==> config.mk <==
export PLATFORM = sky130hd
export DESIGN_NAME = audio_mixer_peak_meter
export DESIGN_NICKNAME = d
export VERILOG_FILES = /design/src/ampm_pkg.sv /design/src/ampm_div100.sv /design/src/audio_mixer_peak_meter.sv
export VERILOG_INCLUDE_DIRS = /design/src /design/src/src
export SDC_FILE = /design/constraint.sdc
export NUM_CORES = 1
export LEC_CHECK = 0
export BUFFER_PORTS_ARGS = -buffer_cell sky130_fd_sc_hd__buf_4
export CAP_MARGIN = 20
export CORE_ASPECT_RATIO = 2
export CORE_MARGIN = 1
export CORE_UTILIZATION = 40
export DETAILED_ROUTE_END_ITERATION = 8
export PLACE_DENSITY = 0.54
export SLEW_MARGIN = 20
export SYNTH_ARGS = -nofsm -noshare
export SYNTH_HDL_FRONTEND = slang
export SYNTH_SLANG_ARGS = --single-unit
==> constraint.sdc <==
create_clock -name i_clk -period 27.3 [get_ports i_clk]
set_clock_uncertainty 0.05 [all_clocks]
set_input_delay 2.73 -clock i_clk [delete_from_list [all_inputs] [get_ports i_clk]]
set_output_delay 2.73 -clock i_clk [all_outputs]
set_load 0.01 [all_outputs]
==> src/audio_mixer_peak_meter_assert.svh <==
// Assertion macros shared by the audio mixer and peak meter RTL.
`ifndef AUDIO_MIXER_PEAK_METER_ASSERT_SVH
`define AUDIO_MIXER_PEAK_METER_ASSERT_SVH
`ifndef NO_ASSERTIONS
`define AMPM_ASSERT(lbl, prop, msg) \
    lbl: assert property (@(posedge i_clk) disable iff (!i_rst_n) prop) else $error(msg);
`define AMPM_ASSERT_RST(lbl, prop, msg) \
    lbl: assert property (@(posedge i_clk) prop) else $error(msg);
`else
`define AMPM_ASSERT(lbl, prop, msg)
`define AMPM_ASSERT_RST(lbl, prop, msg)
`endif
`endif

==> src/ampm_pkg.sv <==
// Package with the constants and types of the audio mixer and peak meter.
package ampm_pkg;

    localparam int SAMPLE_W = 8;
    localparam int VOL_W    = 8;
    localparam int PROD_W   = 17;
    localparam int MAG_W    = 15;
    localparam int RECIP_W  = 16;
    localparam int QUOT_W   = 9;
    localparam int TICK_W   = 8;

    localparam logic [SAMPLE_W-1:0] MIDPOINT       = 8'd127;
    localparam logic [VOL_W-1:0]    VOLUME_RESET   = 8'd100;
    localparam logic [RECIP_W-1:0]  DIV100_RECIP   = 16'd41944;
    localparam int                  DIV100_SHIFT   = 22;
    localparam logic [TICK_W-1:0]   PEAK_DECAY_INTERVAL = 8'd64;

    typedef enum logic [0:0] {
        REG_FX_VOLUME     = 1'b0,
        REG_STREAM_VOLUME = 1'b1
    } t_reg_idx;

endpackage

==> src/ampm_div100.sv <==
// Scales a signed sample product by one hundredth, truncating toward zero.
module ampm_div100 (
    input  logic signed [ampm_pkg::PROD_W-1:0]   i_prod,
    output logic        [ampm_pkg::SAMPLE_W-1:0] o_term
);

    logic                                                     w_neg;
    logic [ampm_pkg::PROD_W-1:0]                              w_abs;
    logic [ampm_pkg::MAG_W-1:0]                               w_mag;
    logic [ampm_pkg::MAG_W+ampm_pkg::RECIP_W-1:0]             w_scaled;
    logic [ampm_pkg::QUOT_W-1:0]                              w_quot;
    logic [ampm_pkg::QUOT_W-1:0]                              w_signed;

    // The reciprocal is exact for every magnitude below 2^15.
    assign w_neg    = i_prod[ampm_pkg::PROD_W-1];
    assign w_abs    = w_neg ? (-i_prod) : i_prod;
    assign w_mag    = w_abs[ampm_pkg::MAG_W-1:0];
    assign w_scaled = w_mag * ampm_pkg::DIV100_RECIP;
    assign w_quot   = w_scaled[ampm_pkg::DIV100_SHIFT +: ampm_pkg::QUOT_W];
    assign w_signed = w_neg ? (-w_quot) : w_quot;
    assign o_term   = w_signed[ampm_pkg::SAMPLE_W-1:0];

endmodule

==> src/audio_mixer_peak_meter.sv <==
// Top level of the two-source audio mixer with decaying peak meter.
//
// Input channel: i_valid/o_ready carry one sample tick per transaction, with an
// effects sample and a stream sample, each qualified by its own valid flag.
// Output channel: o_valid/i_ready carry one result per tick: the mixed DAC value,
// the current peak level and the finished flag.
// Configuration: i_cfg_we writes i_cfg_data to the volume register selected by
// i_cfg_index; writes take effect at once. The user must make writes only while
// the block is idle; the block itself does not enforce this. Each centered
// sample is multiplied by its volume in the accepting cycle and the product is
// registered in stage one; stage one then divides by one hundred with a
// reciprocal multiply, sums and updates the peak meter into the output register,
// which drives o_valid. Throughput: one transaction per cycle unless stalled.
// Reset clears both pipeline stages, the peak level and the decay counter, and
// sets both volumes to 100 percent.
// When the receiver stalls, the pipeline holds and o_ready drops once both
// stages are full; no transaction is lost.
`include "audio_mixer_peak_meter_assert.svh"
module audio_mixer_peak_meter (
    input  logic                            i_clk,
    input  logic                            i_rst_n,
    input  logic                            i_cfg_we,
    input  logic [0:0]                      i_cfg_index,
    input  logic [ampm_pkg::VOL_W-1:0]      i_cfg_data,
    input  logic                            i_valid,
    output logic                            o_ready,
    input  logic                            i_fx_valid,
    input  logic [ampm_pkg::SAMPLE_W-1:0]   i_fx_sample,
    input  logic                            i_stream_valid,
    input  logic [ampm_pkg::SAMPLE_W-1:0]   i_stream_sample,
    output logic                            o_valid,
    input  logic                            i_ready,
    output logic [ampm_pkg::SAMPLE_W-1:0]   o_dac_value,
    output logic [ampm_pkg::SAMPLE_W-1:0]   o_peak_level,
    output logic                            o_finished
);

    logic [ampm_pkg::VOL_W-1:0]             r_fx_volume;
    logic [ampm_pkg::VOL_W-1:0]             r_stream_volume;

    logic                                   r_s1_valid;
    logic signed [ampm_pkg::PROD_W-1:0]     r_fx_prod;
    logic signed [ampm_pkg::PROD_W-1:0]     r_st_prod;
    logic                                   r_s1_idle;

    logic                                   r_out_valid;
    logic [ampm_pkg::SAMPLE_W-1:0]          r_dac;
    logic                                   r_finished;
    logic [ampm_pkg::SAMPLE_W-1:0]          r_peak;
    logic [ampm_pkg::TICK_W-1:0]            r_ticks;

    logic                                   w_accept;
    logic                                   w_s1_move;
    logic signed [ampm_pkg::SAMPLE_W:0]     w_fx_centred;
    logic signed [ampm_pkg::SAMPLE_W:0]     w_st_centred;
    logic signed [2*ampm_pkg::SAMPLE_W+1:0] w_fx_full;
    logic signed [2*ampm_pkg::SAMPLE_W+1:0] w_st_full;
    logic [ampm_pkg::SAMPLE_W-1:0]          w_fx_term;
    logic [ampm_pkg::SAMPLE_W-1:0]          w_st_term;

    logic [ampm_pkg::SAMPLE_W-1:0]          n_dac;
    logic [ampm_pkg::SAMPLE_W-1:0]          w_dist;
    logic [ampm_pkg::SAMPLE_W-1:0]          w_peak_max;
    logic [ampm_pkg::TICK_W-1:0]            w_ticks_inc;
    logic [ampm_pkg::SAMPLE_W-1:0]          n_peak;
    logic [ampm_pkg::TICK_W-1:0]            n_ticks;
    logic                                   n_finished;

    always_ff @(posedge i_clk) begin
        if (!i_rst_n) begin
            r_fx_volume     <= ampm_pkg::VOLUME_RESET;
            r_stream_volume <= ampm_pkg::VOLUME_RESET;
        end else if (i_cfg_we) begin
            unique case (ampm_pkg::t_reg_idx'(i_cfg_index))
                ampm_pkg::REG_FX_VOLUME:     r_fx_volume     <= i_cfg_data;
                ampm_pkg::REG_STREAM_VOLUME: r_stream_volume <= i_cfg_data;
                default: ;
            endcase
        end
    end

    assign w_s1_move = r_s1_valid && (!r_out_valid || i_ready);
    assign o_ready   = !r_s1_valid || w_s1_move;
    assign w_accept  = i_valid && o_ready;

    assign w_fx_centred = $signed({1'b0, i_fx_sample}) - $signed({1'b0, ampm_pkg::MIDPOINT});
    assign w_st_centred = $signed({1'b0, i_stream_sample})
                        - $signed({1'b0, ampm_pkg::MIDPOINT});
    assign w_fx_full    = w_fx_centred * $signed({1'b0, r_fx_volume});
    assign w_st_full    = w_st_centred * $signed({1'b0, r_stream_volume});

    always_ff @(posedge i_clk) begin
        if (!i_rst_n) begin
            r_s1_valid <= 1'b0;
        end else if (w_accept) begin
            r_s1_valid <= 1'b1;
        end else if (w_s1_move) begin
            r_s1_valid <= 1'b0;
        end
    end

    always_ff @(posedge i_clk) begin
        if (w_accept) begin
            r_fx_prod <= i_fx_valid ? w_fx_full[ampm_pkg::PROD_W-1:0] : '0;
            r_st_prod <= i_stream_valid ? w_st_full[ampm_pkg::PROD_W-1:0] : '0;
            r_s1_idle <= !i_fx_valid && !i_stream_valid;
        end
    end

    ampm_div100 u_fx_div (
        .i_prod (r_fx_prod),
        .o_term (w_fx_term)
    );

    ampm_div100 u_st_div (
        .i_prod (r_st_prod),
        .o_term (w_st_term)
    );

    always_comb begin
        n_dac       = ampm_pkg::MIDPOINT + w_fx_term + w_st_term;
        w_dist      = (n_dac > ampm_pkg::MIDPOINT) ? (n_dac - ampm_pkg::MIDPOINT)
                                                   : (ampm_pkg::MIDPOINT - n_dac);
        w_peak_max  = (r_peak < w_dist) ? w_dist : r_peak;
        w_ticks_inc = r_ticks + 1'b1;
        n_ticks     = w_ticks_inc;
        n_peak      = w_peak_max;
        if (w_ticks_inc == ampm_pkg::PEAK_DECAY_INTERVAL) begin
            n_ticks = '0;
            if (w_peak_max != '0) begin
                n_peak = w_peak_max - 1'b1;
            end
        end
        n_finished  = r_s1_idle && (n_peak == '0);
    end

    always_ff @(posedge i_clk) begin
        if (!i_rst_n) begin
            r_out_valid <= 1'b0;
            r_peak      <= '0;
            r_ticks     <= '0;
        end else begin
            if (w_s1_move) begin
                r_out_valid <= 1'b1;
                r_peak      <= n_peak;
                r_ticks     <= n_ticks;
            end else if (i_ready) begin
                r_out_valid <= 1'b0;
            end
        end
    end

    always_ff @(posedge i_clk) begin
        if (w_s1_move) begin
            r_dac      <= n_dac;
            r_finished <= n_finished;
        end
    end

    assign o_valid      = r_out_valid;
    assign o_dac_value  = r_dac;
    assign o_peak_level = r_peak;
    assign o_finished   = r_finished;

    `AMPM_ASSERT(a_peak_range, r_peak <= 8'd128, "Peak level exceeds 128.")
    `AMPM_ASSERT(a_tick_range, r_ticks < ampm_pkg::PEAK_DECAY_INTERVAL, "Decay counter overran.")
    `AMPM_ASSERT(a_fin_peak, (r_out_valid && r_finished) |-> (r_peak == '0), "Peak not zero.")
    `AMPM_ASSERT(a_s1_hold, (r_s1_valid && !w_s1_move) |=> r_s1_valid, "Stage one lost data.")
    `AMPM_ASSERT_RST(a_rst_clear, !i_rst_n |=> (!r_s1_valid && !r_out_valid), "Valid after reset.")

endmodule

# Yosys cells after proc, flatten, opt, wreduce, memory -nomap -nowiden
# Index checks and enable logic that the tools add are counted.
# op_classes
eq_ne,1
add_sub_neg,12
bitwise,1
magnitude_cmp,2
mul,4
muxes,13
n_reduce_logical,16
# op_table
operator,count
$mux W8,7
$mul A15 B13 Y27 const B,2
$mul A9 B9 Y17,2
$mux W15,2
$neg A15 Y15,2
$sub A8 B7 Y9 const B,2
$neg A8 Y8,2
$add A7 B8 Y8 const A,1
$add A8 B1 Y8 const B,1
$add A8 B8 Y8,1
$eq A8 B7 Y1 const B,1
$gt A8 B7 Y1 const B,1
$logic_not A8 Y1,1
$lt A8 B8 Y1,1
$reduce_bool A8 Y1,1
$sub A7 B8 Y8 const A,1
$sub A8 B1 Y8 const B,1
$sub A8 B7 Y8 const B,1
$logic_and A1 B1 Y1,4
$logic_not A1 Y1,4
$mux W1,4
$reduce_and A2 Y1,2
$reduce_bool A2 Y1,2
$logic_or A1 B1 Y1,2
$not A1 Y1,1
# totals
out_inout_bits,19
register_bits,78
wordCells,60
input_bits,32

# Longest topological paths before layout
# Gate-level depths: netlist of run 1.
# depth
depth_word,16
mapped_depth,62
mapped_depth_nobuf,59

# Cells and area by module
# Synthesis of run 1 repeated with hierarchy kept, for this count alone.
# unflattened
hier_cells,2010
area_unflattened_um2,18003.5
# by_module_without_submodules
mod,instances,area_each_um2,cells_each
audio_mixer_peak_meter,1,9616.7,1066
ampm_div100 at u_st_div,1,4231.6,471
ampm_div100 at u_fx_div,1,4155.2,473

# Least setup slack after synthesis of run 1
# Ideal clock, no wire load.
# synth_path
path_type,flip-flop to flip-flop
start,register r_fx_prod[4] (netlist bit)
end,"register r_finished (netlist: o_finished), data pin"
synth_period_minus_slack_ps,13360
path_stages_with_launch,56
slack_ps,13940
required_time_ps,27060
arrival_time_ps,13120
n_path_buf,2
path_cell_list,edfxtp_1 -> or4_4 -> or3_4 -> or3_4 -> o41ai_1 -> xor2_1 -> inv_1 -> ha_1 -> inv_1 -> fa_1 -> fa_1 -> inv_1 -> fa_1 -> inv_1 -> fa_1 -> inv_1 -> ha_1 -> a211oi_1 -> (+20 left out) -> buf_6 -> mux2i_1 -> ha_1 -> a21o_1 -> a21o_1 -> a21o_1 -> a21o_1 -> a21o_1 -> a21o_1 -> a21oi_1 -> buf_2 -> mux2i_1 -> ha_1 -> nor4b_1 -> inv_1 -> a211o_1 -> or3_1 -> a2111oi_2
# synth_via
elab_chain_cells,16
elab_cells_between_ends,19
# synth_rtl
item,line,source
"start, declared",audio_mixer_peak_meter.sv:42,logic signed [ampm_pkg::PROD_W-1:0] r_fx_prod;
"start signal, assigned",audio_mixer_peak_meter.sv:104,r_fx_prod <= i_fx_valid ? w_fx_full[ampm_pkg::PROD_W-1:0] : '0;
$neg A15 Y15,ampm_div100.sv:16,assign w_abs = w_neg ? (-i_prod) : i_prod;
$mux W15 (*),ampm_div100.sv:16,
$mul A15 B13 Y27 (*),ampm_div100.sv:18,assign w_scaled = w_mag * ampm_pkg::DIV100_RECIP;
$neg A8 Y8,ampm_div100.sv:20,assign w_signed = w_neg ? (-w_quot) : w_quot;
$mux W8 (*),ampm_div100.sv:20,
$add A7 B8 Y8 (*),audio_mixer_peak_meter.sv:121,n_dac = ampm_pkg::MIDPOINT + w_fx_term + w_st_term;
$add A8 B8 Y8 (*),audio_mixer_peak_meter.sv:121,
"$sub A7 B8 Y8, or another cell as far along",audio_mixer_peak_meter.sv:123,: (ampm_pkg::MIDPOINT - n_dac);
$mux W8 (*),audio_mixer_peak_meter.sv:122,w_dist = (n_dac > ampm_pkg::MIDPOINT) ? (n_dac - ampm_pkg::MIDPOINT)
$lt A8 B8 Y1,audio_mixer_peak_meter.sv:124,w_peak_max = (r_peak < w_dist) ? w_dist : r_peak;
$mux W8 (*),audio_mixer_peak_meter.sv:124,
$sub A8 B1 Y8 or $reduce_bool A8 Y1 (tied branches),"audio_mixer_peak_meter.sv:131, audio_mixer_peak_meter.sv:130",
$mux W8,audio_mixer_peak_meter.sv:130,if (w_peak_max != '0) begin
$mux W8 (*),audio_mixer_peak_meter.sv:128,if (w_ticks_inc == ampm_pkg::PEAK_DECAY_INTERVAL) begin
$logic_not A8 Y1 (*),audio_mixer_peak_meter.sv:134,n_finished = r_s1_idle && (n_peak == '0);
$logic_and A1 B1 Y1 (*),audio_mixer_peak_meter.sv:134,
via n_finished,audio_mixer_peak_meter.sv:67,logic n_finished;
"end signal, assigned",audio_mixer_peak_meter.sv:156,r_finished <= n_finished;
"end, declared",audio_mixer_peak_meter.sv:48,logic r_finished;
# The timed path passes the listed nets; every way through them passes the cells marked *.
# A chain may end at the register's enable or synchronous reset.

# Worst setup path after layout of run 1
# Same ends and word-level chain as after synthesis.

==> flow_metrics.py, run 1 <==
metrics = {
    "clocking": {
        "cts_buffer_depth": 2,
        "tritoncts": "done",
        "post_cts.repair.setup_buffers": 0,
        "clock-root-buffer": "clkbuf_16",
        "clkTransAtPathRegs_ns": 0.07,
        "cts_resized": 0,
        "clk_latency_ns": 0.37,
        "cts_hold_buffers": 0,
        "htree_levels": 3,
        "cts.sinks": 76,
        "cts_buffers": 9,
    },
    "finish": {
        "layout_commonest_cell": "inv_1",
        "fillers": 4367,
        "ff_latch_area_um2": 1940,
        "layout.nets": 2529,
        "drive_gt1_share_pct": 4.79,
        "final_area_um2": 18700,
        "synthToLayoutAreaGrowth_pct": 7.20,
        "multi_input_area_um2": 13700,
        "insertedDiodeCount": 0,
        "layout_common_cells": "inv_1, ha_1, fa_1",
    },
    "run_status": {
        "status": "finished, final reports clean",
    },
    "die": {
        "start_util_pct": 40.4,
        "num_rows": 108,
        "core_um2": 43200,
        "die_h_um": 298,
        "pin_count": 51,
        "die_w_um": 150,
        "die-area_um2": 44600,
    },
    "worst_setup_path": {
        "crit_slowest_cell": "xor2_1",
        "path_max_fanout": 11,
        "crit_path_start": "r_fx_prod[4]",
        "required_ns": 27.42,
        "crit_type": "register to register",
        "cp-start-kind": "register",
        "cp-end-kind": "register",
        "worstPathArrival_ns": 14.83,
        "r2r_start": "r_fx_prod[4]",
        "critical_path.max_stage_delay_ns": 0.74,
    },
    "synthesis": {
        "synthFlopType": "edfxtp_1",
        "postSynth.asyncResetShare_pct": 0,
        "synth_seq_cells": 76,
        "syn_area_um2": 17500,
        "synth_edf_count": 42,
        "syn_avg_cell_area_um2": 9.00,
        "seq_area_frac_synth_pct": 11.1,
        "yosysWarnings": 0,
        "syn_inst": 1944,
        "synth_nets": 2496,
        "yosysUniqueCellTypes": 68,
    },
    "timing": {
        "fmax_mhz": 68.0,
        "worstMarginPinSlew_ns": 0.942,
        "holdWs_ns": 0.447,
        "slew_headroom_pct": 36.6,
        "fin_setup_tns_ns": 0,
        "hold_viol": 0,
        "finalCritPeriodShare_pct": 53.9,
        "rsz0062_at_grt": "false",
        "setup_viol": 0,
        "period_needed_ns": 14.70,
        "worst_slack_ns": 12.60,
        "drv_slew": 0,
    },
    "min_path": {
        "hp-start": "r_ticks[1]",
        "hold_class": "register to register",
    },
    "placed_design": {
        "preCtsSetupSlack_ns": 12.60,
        "hpwl_mm": 36.4,
        "place_area_um2": 18400,
        "io_buffers": 50,
        "gp_congestion": 0.849,
    },
    "global_route": {
        "grt_pass1_wl_mm": 67.3,
        "first_global_vias": 13900,
        "antenna_found_initial": 0,
        "grt.total_usage_pct": 19.5,
        "grt.overflow.total": 0,
        "grt_start_max_net_pins": 34,
    },
    "route": {
        "wl_per_cell_um": 16.0,
        "dr.pass1.iters": 5,
        "drt-initial-drc-count": 287,
        "route.detailed.drc": 0,
        "via_per_inst": 5.01,
        "ant_nets": 0,
        "routed_wl_mm": 40.6,
        "vias": 12700,
    },
    "flow_run": {
        "drv_cap": 0,
    },
}
stage by stage:
step | cells | util [%]
2_1_floorplan | 1944 | -
3_3_place_gp | 2516 | 42.7
3_5_place_dp | 2516 | 42.7
4_1_cts | 2532 | 43.4
5_1_grt | 2532 | 43.4
6_report | 2532 | 43.4
logic make-up (layout without fill, tap and decap cells):
kind of cell	Yosys count	count (layout)	synth area share, %
buffers and inverters	484	522	10.4
multiplexers	7	7	0.422
flip-flops	76	76	11.1
AO/OA/AOI/OAI	236	236	9.32
adder cells (fa/ha/maj)	520	520	47.1
XOR/XNOR	153	153	7.96
AND/OR/NAND/NOR	468	468	13.6
synth_stat cells, types with 3 or more instances:
library cell,count,share of area [%]
inv_1,452,9.7
ha_1,289,21
fa_1,231,26
nand2_1,148,3.2
and2_1,104,3.7
xor2_1,84,4.2
nor2_1,72,1.5
a21oi_1,68,1.9
xnor2_1,64,3.2
o21ai_0,44,1.3
edfxtp_1,42,7.2
dfxtp_1,34,3.9
nand3_1,31,0.89
clkbuf_1,29,0.62
a21o_1,28,1.2
o21bai_1,24,1.0
nor2b_1,22,0.79
nand2b_1,16,0.57
nor3_1,14,0.40
and3_1,11,0.39
a211oi_1,10,0.43
o31ai_1,10,0.43
nor3b_1,8,0.34
or3_1,8,0.29
and4_1,7,0.35
nand4_1,7,0.25
o21a_1,7,0.30
o211ai_1,6,0.26
nor4_1,5,0.18
or2_2,5,0.18
mux2i_1,4,0.23
o41ai_1,4,0.20
a21boi_0,3,0.13
a31oi_1,3,0.11
a41oi_1,3,0.15
o31a_1,3,0.15
or3_4,3,0.19
xor2_2,3,0.28
routing by layer:
metal / global-route usage [%] / up-vias / routed length, um
met5: 0 / - / 0
met4: 9.67 / 0 / 1950
met3: 1.64 / 81 / 719
met2: 39.7 / 151 / 23900
met1: 18.5 / 6221 / 14000
li1: - / 6233 / -
final cells by class:
cell class	count	area share (%)
Multi-Input combinational cell	1384	73.2
Clock buffer	10	1.22
Sequential cell	76	10.4
Inverter	453	9.07
Timing Repair Buffer	53	2.12
Clock inverter	6	0.367
Tap cell	550	3.67
state kept, by name, summed over array words and instances (netlist names):
register	flops
o_finished	1
o_peak_level	8
r_s1_valid	1
r_s1_idle	1
o_dac_value	8
r_fx_prod	16
o_valid	1
r_fx_volume	8
r_ticks	8
r_stream_volume	8
r_st_prod	16
final timing paths:
kind,slack [ns],to,cells after the start
max,12.60,o_finished,56
min,0.45,r_ticks[1],2
max reg2reg,12.60,o_finished,56
min reg2reg,0.45,r_ticks[1],2
worst max-delay path: cells and delay by family (launching register included):
family,cells,cell delay (ns)
mux,2,0.87
simple gates,11,2.57
xor+xnor,8,2.39
compound gates,17,3.72
flops,1,0.44
buf+inv,8,0.78
fa+ha+maj,10,3.63
Power of run 1 is not shown: default switching activity piles up to over one toggle a cycle in this logic, so the estimate is an artifact.
==> run 2, diff against run 1 <==
- PLACE_DENSITY: 0.54 -> 0.56
- clock period: 27.3 -> 13.5 ns (I/O delays scaled with it)
==> run 2 against run 1 <==
  * Wire length down 0.43%
  * Worst setup slack got worse by 12 ns
  * Global-route usage shrank 0.081 points
  * Sequential cell count did not move
  * Critical endpoint unchanged
  * Via count grew 1.4%
  * Design area grew 3.1%
  * Register-to-register slack got worse by 12 ns
  * Critical path depth shrank 1
  * Die area unchanged
  * Worst hold slack lost 0.026 ns
==> flow_metrics.py, run 2 (synthesis results as in run 1) <==
metrics = {
    "run_status": {
        "status": "finished, final reports clean",
    },
    "placed_design": {
        "io_buffers": 50,
        "dp.cells": 2552,
        "place_area_um2": 18700,
        "hpwl_mm": 36.1,
        "gp_congestion": 0.903,
        "preCtsSetupSlack_ns": -0.0212,
    },
    "finish": {
        "multi_input_area_um2": 13900,
        "layout_common_cells": "inv_1, ha_1, fa_1",
        "final_area_um2": 19300,
        "reg_top3": "r_fx_prod (16), r_st_prod (16)",
        "drive_gt1_share_pct": 8.29,
        "synthToLayoutAreaGrowth_pct": 10.5,
        "insertedDiodeCount": 0,
        "layout.nets": 2574,
        "layout_commonest_cell": "inv_1",
        "ff_latch_area_um2": 1940,
        "fillers": 4315,
        "fin_cells": 2576,
    },
    "clocking": {
        "tritoncts": "done",
        "htree_levels": 3,
        "cts.sinks": 76,
        "clkTransAtPathRegs_ns": 0.06,
        "cts_hold_buffers": 0,
        "cts_buffers": 9,
        "cts_buffer_depth": 2,
        "clock-root-buffer": "clkbuf_16",
        "clk_latency_ns": 0.35,
    },
    "worst_setup_path": {
        "worstPathArrival_ns": 13.06,
        "crit_type": "register to register",
        "cp-end-kind": "register",
        "cp-start-kind": "register",
        "required_ns": 13.61,
        "crit_slowest_cell": "or4_4",
        "crit_top_cell": "inv_1",
        "path_max_fanout": 6,
        "critical_path.max_stage_delay_ns": 0.56,
    },
    "route": {
        "route.detailed.drc": 0,
        "routed_wl_mm": 40.4,
        "drt-initial-drc-count": 351,
        "via_per_inst": 5.00,
        "ant_nets": 0,
        "vias": 12900,
        "dr.pass1.iters": 4,
        "wl_per_cell_um": 15.7,
    },
    "die": {
        "core_um2": 43200,
        "die-area_um2": 44600,
        "die_w_um": 150,
        "start_util_pct": 40.4,
        "pin_count": 51,
        "num_rows": 108,
        "die_h_um": 298,
    },
    "timing": {
        "worstMarginPinSlew_ns": 0.925,
        "slew_headroom_pct": 37.5,
        "setup_viol": 0,
        "worst_slack_ns": 0.552,
        "fmax_mhz": 77.2,
        "drv_slew": 0,
        "period_needed_ns": 12.95,
        "finalCritPeriodShare_pct": 95.9,
        "hold_viol": 0,
    },
    "flow_run": {
        "drv_cap": 0,
    },
    "global_route": {
        "grt.total_usage_pct": 19.4,
        "antenna_found_initial": 0,
        "grt.overflow.total": 0,
        "grt_start_max_net_pins": 34,
        "first_global_vias": 14200,
        "grt_pass1_wl_mm": 68.0,
    },
    "min_path": {
        "hold_class": "register to register",
    },
}
-- run 2: changes by cell type in the layout (fill, tap and decap cells not counted), sizes merged --
| cell | before | now |
|---|---|---|
| clkinv | 2 | 3 |
| bufinv | 1 | 0 |
| clkbuf | 10 | 13 |
| buf | 53 | 98 |
| inv | 456 | 452 |
-- run 2: what timing repair did --
action,in CTS,in global routing
gates resized for setup,2,38
pin swaps,0,13
setup endpoints to repair,1,9
setup buffers,0,9
-- run 2: path summary, 6_finish.rpt --
check,from,cells after the start,endpoint,slack [ns]
setup / recovery,r_fx_prod[6],55,o_finished,0.55
hold / removal,r_ticks[1],2,r_ticks[1],0.42
setup reg to reg,r_fx_prod[6],55,o_finished,0.55
hold reg to reg,r_ticks[1],2,r_ticks[1],0.42
-- run 2: area by class of cell --
| cell class | instances | area share (%) |
|---|---|---|
| flip-flops and latches | 76 | 10.0 |
| repair buffers | 98 | 3.83 |
| clock inverters | 2 | 0.0907 |
| clock buffers | 13 | 1.68 |
| well taps | 550 | 3.56 |
| inverters | 453 | 8.80 |
| multi-input cells | 1384 | 72.0 |
-- run 2: worst max-delay path: cells and delay by family (launching register included) --
kind	cells	cell delay, ns
muxes	1	0.27
adders and majority gates	10	3.57
DFF	1	0.40
and+or+nand+nor	13	2.93
xor gates and xnor gates	8	1.54
buffers and inverters	7	0.50
AOI/OAI and AO/OA	16	3.45
-- run 2: stage by stage --
| step | setup TNS, ns | hold WS [ns] | utilization (%) |
|---|---|---|---|
| after floorplan | 0 | 0.394 | - |
| after global placement | 0 | 0.403 | 43.3 |
| after detailed placement | -0.0212 | 0.413 | 43.3 |
| after CTS | 0 | 0.422 | 44.1 |
| after global routing | -0.0115 | 0.462 | 44.7 |
| final | 0 | 0.421 | 44.7 |
-- run 2: metal layers --
layer	up-vias	routed length (um)	track usage (%)
met3	77	631	1.16
met1	6303	14100	18.7
met2	170	24000	40.1
li1	6319	-	-
met5	-	0	0
met4	0	1690	8.56
Power of run 2 is left out for the same reason.
==> run 3, diff against run 2 <==
--- a/config.mk
+++ b/config.mk
@@ -10,5 +10,5 @@
 export CAP_MARGIN = 20
 export CORE_ASPECT_RATIO = 2
-export CORE_MARGIN = 1
+export CORE_MARGIN = 2
 export CORE_UTILIZATION = 40
 export DETAILED_ROUTE_END_ITERATION = 8
==> constraint.sdc (replaced) <==
create_clock -name i_clk -period 13.5 [get_ports i_clk]
set_clock_uncertainty 0.05 [all_clocks]
set_input_delay 2.025 -clock i_clk [delete_from_list [all_inputs] [get_ports i_clk]]
set_output_delay 2.025 -clock i_clk [all_outputs]
set_load 0.01 [all_outputs]
==> run 3 against run 2 <==
  * Wire length up 0.51%
  * Maximum frequency is essentially flat
  * Critical path depth up 1
  * Non-clock buffer count rose by 5
  * Sequential share of layout area hardly changed
  * Sequential cell count did not move
  * Register-to-register slack about the same
  * Die area up 2.0%
  * Critical path type unchanged
  * Highest routed layer is now met5
==> flow_metrics.py, run 3 (synthesis results as in run 1) <==
metrics = {
    "placed_design": {
        "gp_congestion": 0.918,
        "hpwl_mm": 35.8,
        "io_buffers": 50,
    },
    "timing": {
        "setup_viol": 0,
        "worstMarginPinSlew_ns": 1.04,
        "hold_viol": 0,
        "finalCritPeriodShare_pct": 95.9,
        "holdWs_ns": 0.426,
        "fmax_mhz": 77.3,
        "drv_slew": 0,
        "slew_headroom_pct": 29.6,
        "period_needed_ns": 12.94,
    },
    "worst_setup_path": {
        "cp-end-kind": "register",
        "crit_slowest_cell": "or4_4",
        "worstPathArrival_ns": 13.06,
        "crit_type": "register to register",
        "path_max_fanout": 8,
        "cp-start-kind": "register",
        "required_ns": 13.62,
        "critical_path.max_stage_delay_ns": 0.56,
        "crit_top_cell": "inv_1",
    },
    "clocking": {
        "tritoncts": "done",
        "cts_buffers": 9,
        "cts_hold_buffers": 0,
        "cts.sinks": 76,
        "clock-root-buffer": "clkbuf_16",
        "clk_latency_ns": 0.36,
        "htree_levels": 3,
        "cts_buffer_depth": 2,
        "clkTransAtPathRegs_ns": 0.06,
    },
    "min_path": {
        "hold_class": "register to register",
    },
    "die": {
        "die-area_um2": 45500,
        "num_rows": 108,
        "die_h_um": 300,
        "core_um2": 43200,
        "start_util_pct": 40.4,
        "pin_count": 51,
        "die_w_um": 152,
    },
    "route": {
        "routed_wl_mm": 40.6,
        "ant_nets": 0,
        "dr.pass1.iters": 4,
        "vias": 13000,
        "route.detailed.drc": 0,
        "drt-initial-drc-count": 382,
        "via_per_inst": 5.02,
        "wl_per_cell_um": 15.7,
    },
    "global_route": {
        "first_global_vias": 14100,
        "antenna_found_initial": 1,
        "grt.overflow.total": 0,
        "grt.total_usage_pct": 18.2,
        "grt_start_max_net_pins": 34,
        "grt_pass1_wl_mm": 67.4,
    },
    "finish": {
        "drive_gt1_share_pct": 9.10,
        "layout.nets": 2579,
        "layout_common_cells": "inv_1, ha_1, fa_1",
        "reg_top3": "r_fx_prod (16), r_st_prod (16)",
        "insertedDiodeCount": 0,
        "layout_commonest_cell": "inv_1",
        "synthToLayoutAreaGrowth_pct": 10.9,
    },
    "run_status": {
        "status": "finished, final reports clean",
    },
    "flow_run": {
        "drv_cap": 0,
    },
}
## run 3: per-layer routing
metal  share of wire, %  routed length (um)  global-route usage [%]  vias up
li1                   -                   -                       -     6328
met5              0.044                  18                       0        -
met2                 58               23600                    37.9      173
met3                1.4                 580                    1.20       89
met1                 35               14400                    17.7     6368
met4                5.1                2060                    9.01        2
## run 3: final timing paths
kind / start / to / slack, ns / cells past startpoint
max: r_fx_prod[6] / o_finished / 0.56 / 56
min: r_ticks[1] / r_ticks[1] / 0.43 / 2
max reg2reg: r_fx_prod[6] / o_finished / 0.56 / 56
min reg2reg: r_ticks[1] / r_ticks[1] / 0.43 / 2
## run 3: through the flow
step                      util [%]  setup WS [ns]  area, um^2  setup TNS (ns)  cells
after floorplan                  -          0.140       17500               0   1944
after global placement        43.3          0.198       18700               0   2550
after detailed placement      43.3        -0.0163       18700         -0.0163   2550
after CTS                     44.0         0.0299       19000               0   2566
after global routing          44.9         -0.151       19400          -0.151   2582
final                         44.9          0.559       19400               0   2582
## run 3: repair_timing
| item | in CTS | in global routing |
|---|---|---|
| pin swaps | 0 | 32 |
| endpoints found under the setup margin | 1 | 9 |
| setup buffers | 0 | 16 |
| endpoints found under the hold margin | 0 | 0 |
| resized for setup | 3 | 51 |
## run 3: worst max-delay path: cells and delay by family, from the launching register on
kind | cells | cell delay, ns
mux | 1 | 0.28
compound gates | 15 | 3.06
fa+ha+maj | 10 | 3.57
xor+xnor | 8 | 1.54
simple gates | 13 | 3.02
buf+inv | 9 | 0.82
flops | 1 | 0.39
## run 3: final cells by class
class	instances	area [um^2]
Fill cell	4292	23800
Multi-Input combinational cell	1384	14000
Sequential cell	76	1940
Inverter	453	1700
Timing Repair Buffer	103	781
Tap cell	550	688
Clock buffer	13	273
Clock inverter	3	18.8
Power of run 3 is left out for the same reason.
